--- src/lrsr_ram.sv ---
// ----------------------------------------------------------------------------
// lrsr_ram
// Generic single-write, single-read synchronous RAM with registered read.
// ----------------------------------------------------------------------------
module lrsr_ram #(
    parameter int WIDTH = 8,
    parameter int DEPTH = 64
) (
    input  logic                     i_clk,
    input  logic                     i_we,
    input  logic [$clog2(DEPTH)-1:0] i_waddr,
    input  logic [WIDTH-1:0]         i_wdata,
    input  logic [$clog2(DEPTH)-1:0] i_raddr,
    output logic [WIDTH-1:0]         o_rdata
);

    logic [WIDTH-1:0] r_mem [DEPTH];
    logic [WIDTH-1:0] r_rdata;

    always_ff @(posedge i_clk) begin
        if (i_we) begin
            r_mem[i_waddr] <= i_wdata;
        end
        r_rdata <= r_mem[i_raddr];
    end

    assign o_rdata = r_rdata;

endmodule

--- config.mk ---
export PLATFORM = sky130hd
export DESIGN_NAME = lrsr_ram
export DESIGN_NICKNAME = d
export VERILOG_FILES = /design/src/lrsr_ram.sv
export SDC_FILE = /design/constraint.sdc
export NUM_CORES = 1
export LEC_CHECK = 0
export ABC_AREA = 1
export BUFFER_PORTS_ARGS = -buffer_cell sky130_fd_sc_hd__buf_4
export CAP_MARGIN = 20
export CORE_MARGIN = 2
export CORE_UTILIZATION = 40
export DETAILED_ROUTE_END_ITERATION = 10
export SLEW_MARGIN = 10
export SYNTH_ARGS = -nofsm -noshare
export SYNTH_HDL_FRONTEND = slang
export SYNTH_SLANG_ARGS = --single-unit
export TNS_END_PERCENT = 1
--- constraint.sdc ---
create_clock -name i_clk -period 7 [get_ports i_clk]
set_input_delay 1.4 -clock i_clk [delete_from_list [all_inputs] [get_ports i_clk]]
set_output_delay 1.4 -clock i_clk [all_outputs]
set_load 0.1 [all_outputs]
Word-level counts from Yosys, hierarchy flattened --
Memories as Yosys holds them, arrays and structs flattened. A register that Yosys moved wholly into a read port is not among the register bits. Index checks and enable logic that the tools add are counted.
Storage, ports and cells: flip-flop bits (word level) 0, RAM bits 512, bits of input ports 22, output and inout bits 8, memories 1
Memories:
- r_mem | words 64, bits a word 8, rd ports 1, clocked after Yosys merged registers in 1, wr ports 1, line 17 | logic [WIDTH-1:0] r_mem [DEPTH];
Operators by class: mux-type cells 2
Operators by type and width (count):
- two-way mux 1 bit | 2

Longest topological paths before layout --
depth after elaboration 2, mapped depth 12, depth with buffers taken out 9

Worst setup path before layout --
OpenSTA, ideal clock, no wires.
path type input-to-reg, from in i_we, to mem r_mem[48][0] (enable), data arrival time 2771 ps, data required time 6605 ps, path slack 3834 ps, cell stages on the path 3, cells stage by stage clkbuf_1 nand4_1 nor4_1
Between the ends: longest elaborated chain between the ends 2
RTL lines:
- start, declared | line 10 | input logic i_we,
- two-way mux 1 bit | line 21 | if (i_we) begin
- two-way mux 1 bit (not written as such) | line 22 | r_mem[i_waddr] <= i_wdata;
- end, declared | line 17
Every way passes these cells.

==> impl_metrics.env <==
export IMPL_cts_setup_buffers=0
export IMPL_drive_gt1_share_pct=6.71
export IMPL_hold_buffers=0
export IMPL_hold_violations=0
export IMPL_start_util_pct=40.5
export IMPL_crit_fanout=134
export IMPL_synth_adder_area_share_pct=0
export IMPL_overflow=0
export IMPL_synth_compound_area_share_pct=0
export IMPL_grt_max_degree=187
export IMPL_ioPinCount=30
export IMPL_via_count=13746
export IMPL_setup_viol=0
export IMPL_finalCritPeriodShare_pct=51.4
export IMPL_root_buffer="clkbuf_16"
export IMPL_fillers=4746
export IMPL_cap_violations=0
export IMPL_crit_arrival_ns=4.13
export IMPL_ant_nets=0
export IMPL_drt_wl_total_um=54100
export IMPL_avgViaCountPerCell=5.45
export IMPL_syn_area_sq_mm=0.0213
export IMPL_htreeDepth=2
export IMPL_clock_sinks=520
export IMPL_layoutNonFillerInstCount=2522
export IMPL_syn_to_final_growth_pct=9.98
export IMPL_seqCellArea_sq_mm=0.0155
export IMPL_setup_tns_ns=0
export IMPL_layout_min_cycle_time_ns=3.60
export IMPL_drt_first_pass_iters=5
export IMPL_wl_per_cell_um=21.4
export IMPL_clock_fmax_ghz=0.278
export IMPL_synthSimpleGateAreaFrac_pct=23.2
export IMPL_synth_fp_nets=1827
export IMPL_finalNetCount=1813
export IMPL_drc=0
export IMPL_hold_path_class="reg2reg"
export IMPL_antenna_found_initial=0
export IMPL_antennaDiodeCount=0
export IMPL_syn_inst=1805
export IMPL_ctsResizeCount=0
export IMPL_synthMuxAreaShare_pct=0
export IMPL_yosysSeqAreaShare_pct=72.8
export IMPL_crit_type="in2reg"
export IMPL_grt_usage_pct=19.3
export IMPL_dp_hpwl_um=29100
export IMPL_synth_cell_types=16
export IMPL_synth_warnings=0
export IMPL_die_w_um=235
export IMPL_rsz0062_at_grt="false"
export IMPL_powerDensity_mw_per_mm2=284
export IMPL_gp_congestion=0.781
export IMPL_worstSetupStartpointType="primary input"
export IMPL_die_h_um=235
export IMPL_ir_worst_vdd_uv=185
export IMPL_core_area_sq_mm=0.0527
export IMPL_p_leak_nw=8.31
export IMPL_cts_buffer_depth=3
export IMPL_clock_latency_ns=0.60
export IMPL_maxSlewViolCount=0
export IMPL_required_ns=7.53
export IMPL_synthXorXnorAreaFrac_pct=0
export IMPL_synth_top_family_by_area="simple AND/OR/NAND/NOR gates"
export IMPL_clkTransAtPathRegs_ns=0.06
export IMPL_drtIter0Drc=1579
export IMPL_die_area_sq_mm=0.0552
export IMPL_hold_slack_ns=0.826
export IMPL_rows=84
export IMPL_outcome="finished clean"
export IMPL_io_buffers=29
export IMPL_post_place_cells=2424
export IMPL_tightest_slew_ns=1.10
export IMPL_grt_pass1_wl_um=81700
export IMPL_cts_buffers_inserted=52
export IMPL_fin_skew_ns=0.0189
export IMPL_multiInputGateArea_sq_mm=0.00495
export IMPL_synth_area_per_cell_sq_um=11.8
export IMPL_end_kind="register"
export IMPL_cts_tree="done"
export IMPL_synth_ff_latch_count=520
export IMPL_grt_pass1_vias=13073
export IMPL_max_slew_margin_rel_pct=26.4
-- Yosys cell counts (all sizes together) --
cell / instances / area (sq um)
nand4: 9 / 56.3
inv: 12 / 50.1
nand3: 439 / 2200
nand2: 648 / 2430
edfxtp: 512 / 15400
nor2: 56 / 210
buf: 98 / 752
dfxtp: 8 / 160
clkbuf: 15 / 56.3
nor4: 8 / 50.1
-- area by class of cell --
class	instances	area share, %
Timing Repair Buffer	45	1.65
Clock inverter	22	0.805
Inverter	12	0.224
Tap cell	688	3.67
Sequential cell	520	66.2
Clock buffer	75	6.39
Multi-Input combinational cell	1160	21.1
-- final timing paths --
kind / start / endpoint / slack [ns] / depth (start not counted)
setup / recovery: i_raddr[0] / o_rdata[7]$_DFF_P_ / 3.40 / 11
setup reg to reg: r_mem[7][1]$_DFFE_PP_ / o_rdata[1]$_DFF_P_ / 5.56 / 8
hold reg to reg: r_mem[18][2]$_DFFE_PP_ / o_rdata[2]$_DFF_P_ / 0.83 / 8
hold / removal: r_mem[18][2]$_DFFE_PP_ / o_rdata[2]$_DFF_P_ / 0.83 / 8
-- state kept, by name, indices dropped and copies added (netlist names) --
signal,count
r_mem,512
o_rdata,8
-- power by group --
| group | switching [mW] | leakage, nW | internal [mW] |
|---|---|---|---|
| sequential | 0.0106 | 4.67 | 3.45 |
| clock | 1.17 | 0.819 | 1.59 |
| combinational | 0.341 | 2.82 | 0.0967 |
-- stage by stage --
| stage | power, mW | cell area (sq um) | setup WS, ns | utilization (%) |
|---|---|---|---|---|
| after floorplan | 3.80 | 21300 | 3.83 | - |
| after CTS | 6.69 | 23500 | 3.43 | 44.6 |
| after detailed placement | 3.96 | 21800 | 2.82 | 41.4 |
| after global placement | 3.96 | 21700 | 2.88 | 41.3 |
| final | 6.66 | 23500 | 3.40 | 44.6 |
| after global routing | 6.85 | 23500 | 3.22 | 44.6 |
-- cell usage in the layout (no fill, tap or decap), types with 2 or more instances in the layout --
cell type	count
clkbuf_16	53
nand2_1	648
clkinv_2	5
nand4_1	9
nor2_1	56
nand3_1	439
buf_12	2
clkinvlp_4	3
clkbuf_8	10
dfxtp_1	8
clkinv_1	9
bufinv_16	3
clkbuf_1	13
edfxtp_1	512
nor4_1	8
buf_4	40
inv_6	3
inv_1	9
-- cells by family (layout without fill, tap and decap cells) --
logic type | after synthesis | in the layout
buf+inv | 125 | 154
simple gates | 1160 | 1160
flops | 520 | 520
-- critical path: stages --
cell and delay [ns]:
clkbuf_8 0.29, inv_6 0.80, buf_12 0.49, nand2_1 0.12, nand3_1 0.11, nand3_1 0.15, nand2_1 0.12, nand2_1 0.07
nand3_1 0.11, nand3_1 0.13, nand2_1 0.10
-- layer usage --
layer	up-vias	global-route usage (%)	part of all wire, %
li1	6318	-	-
met1	6796	28.4	44
met2	531	29.7	46
met3	101	2.66	6.8
met4	0	6.23	2.8
met5	-	0	0
Power figures use the tool's default switching activity.
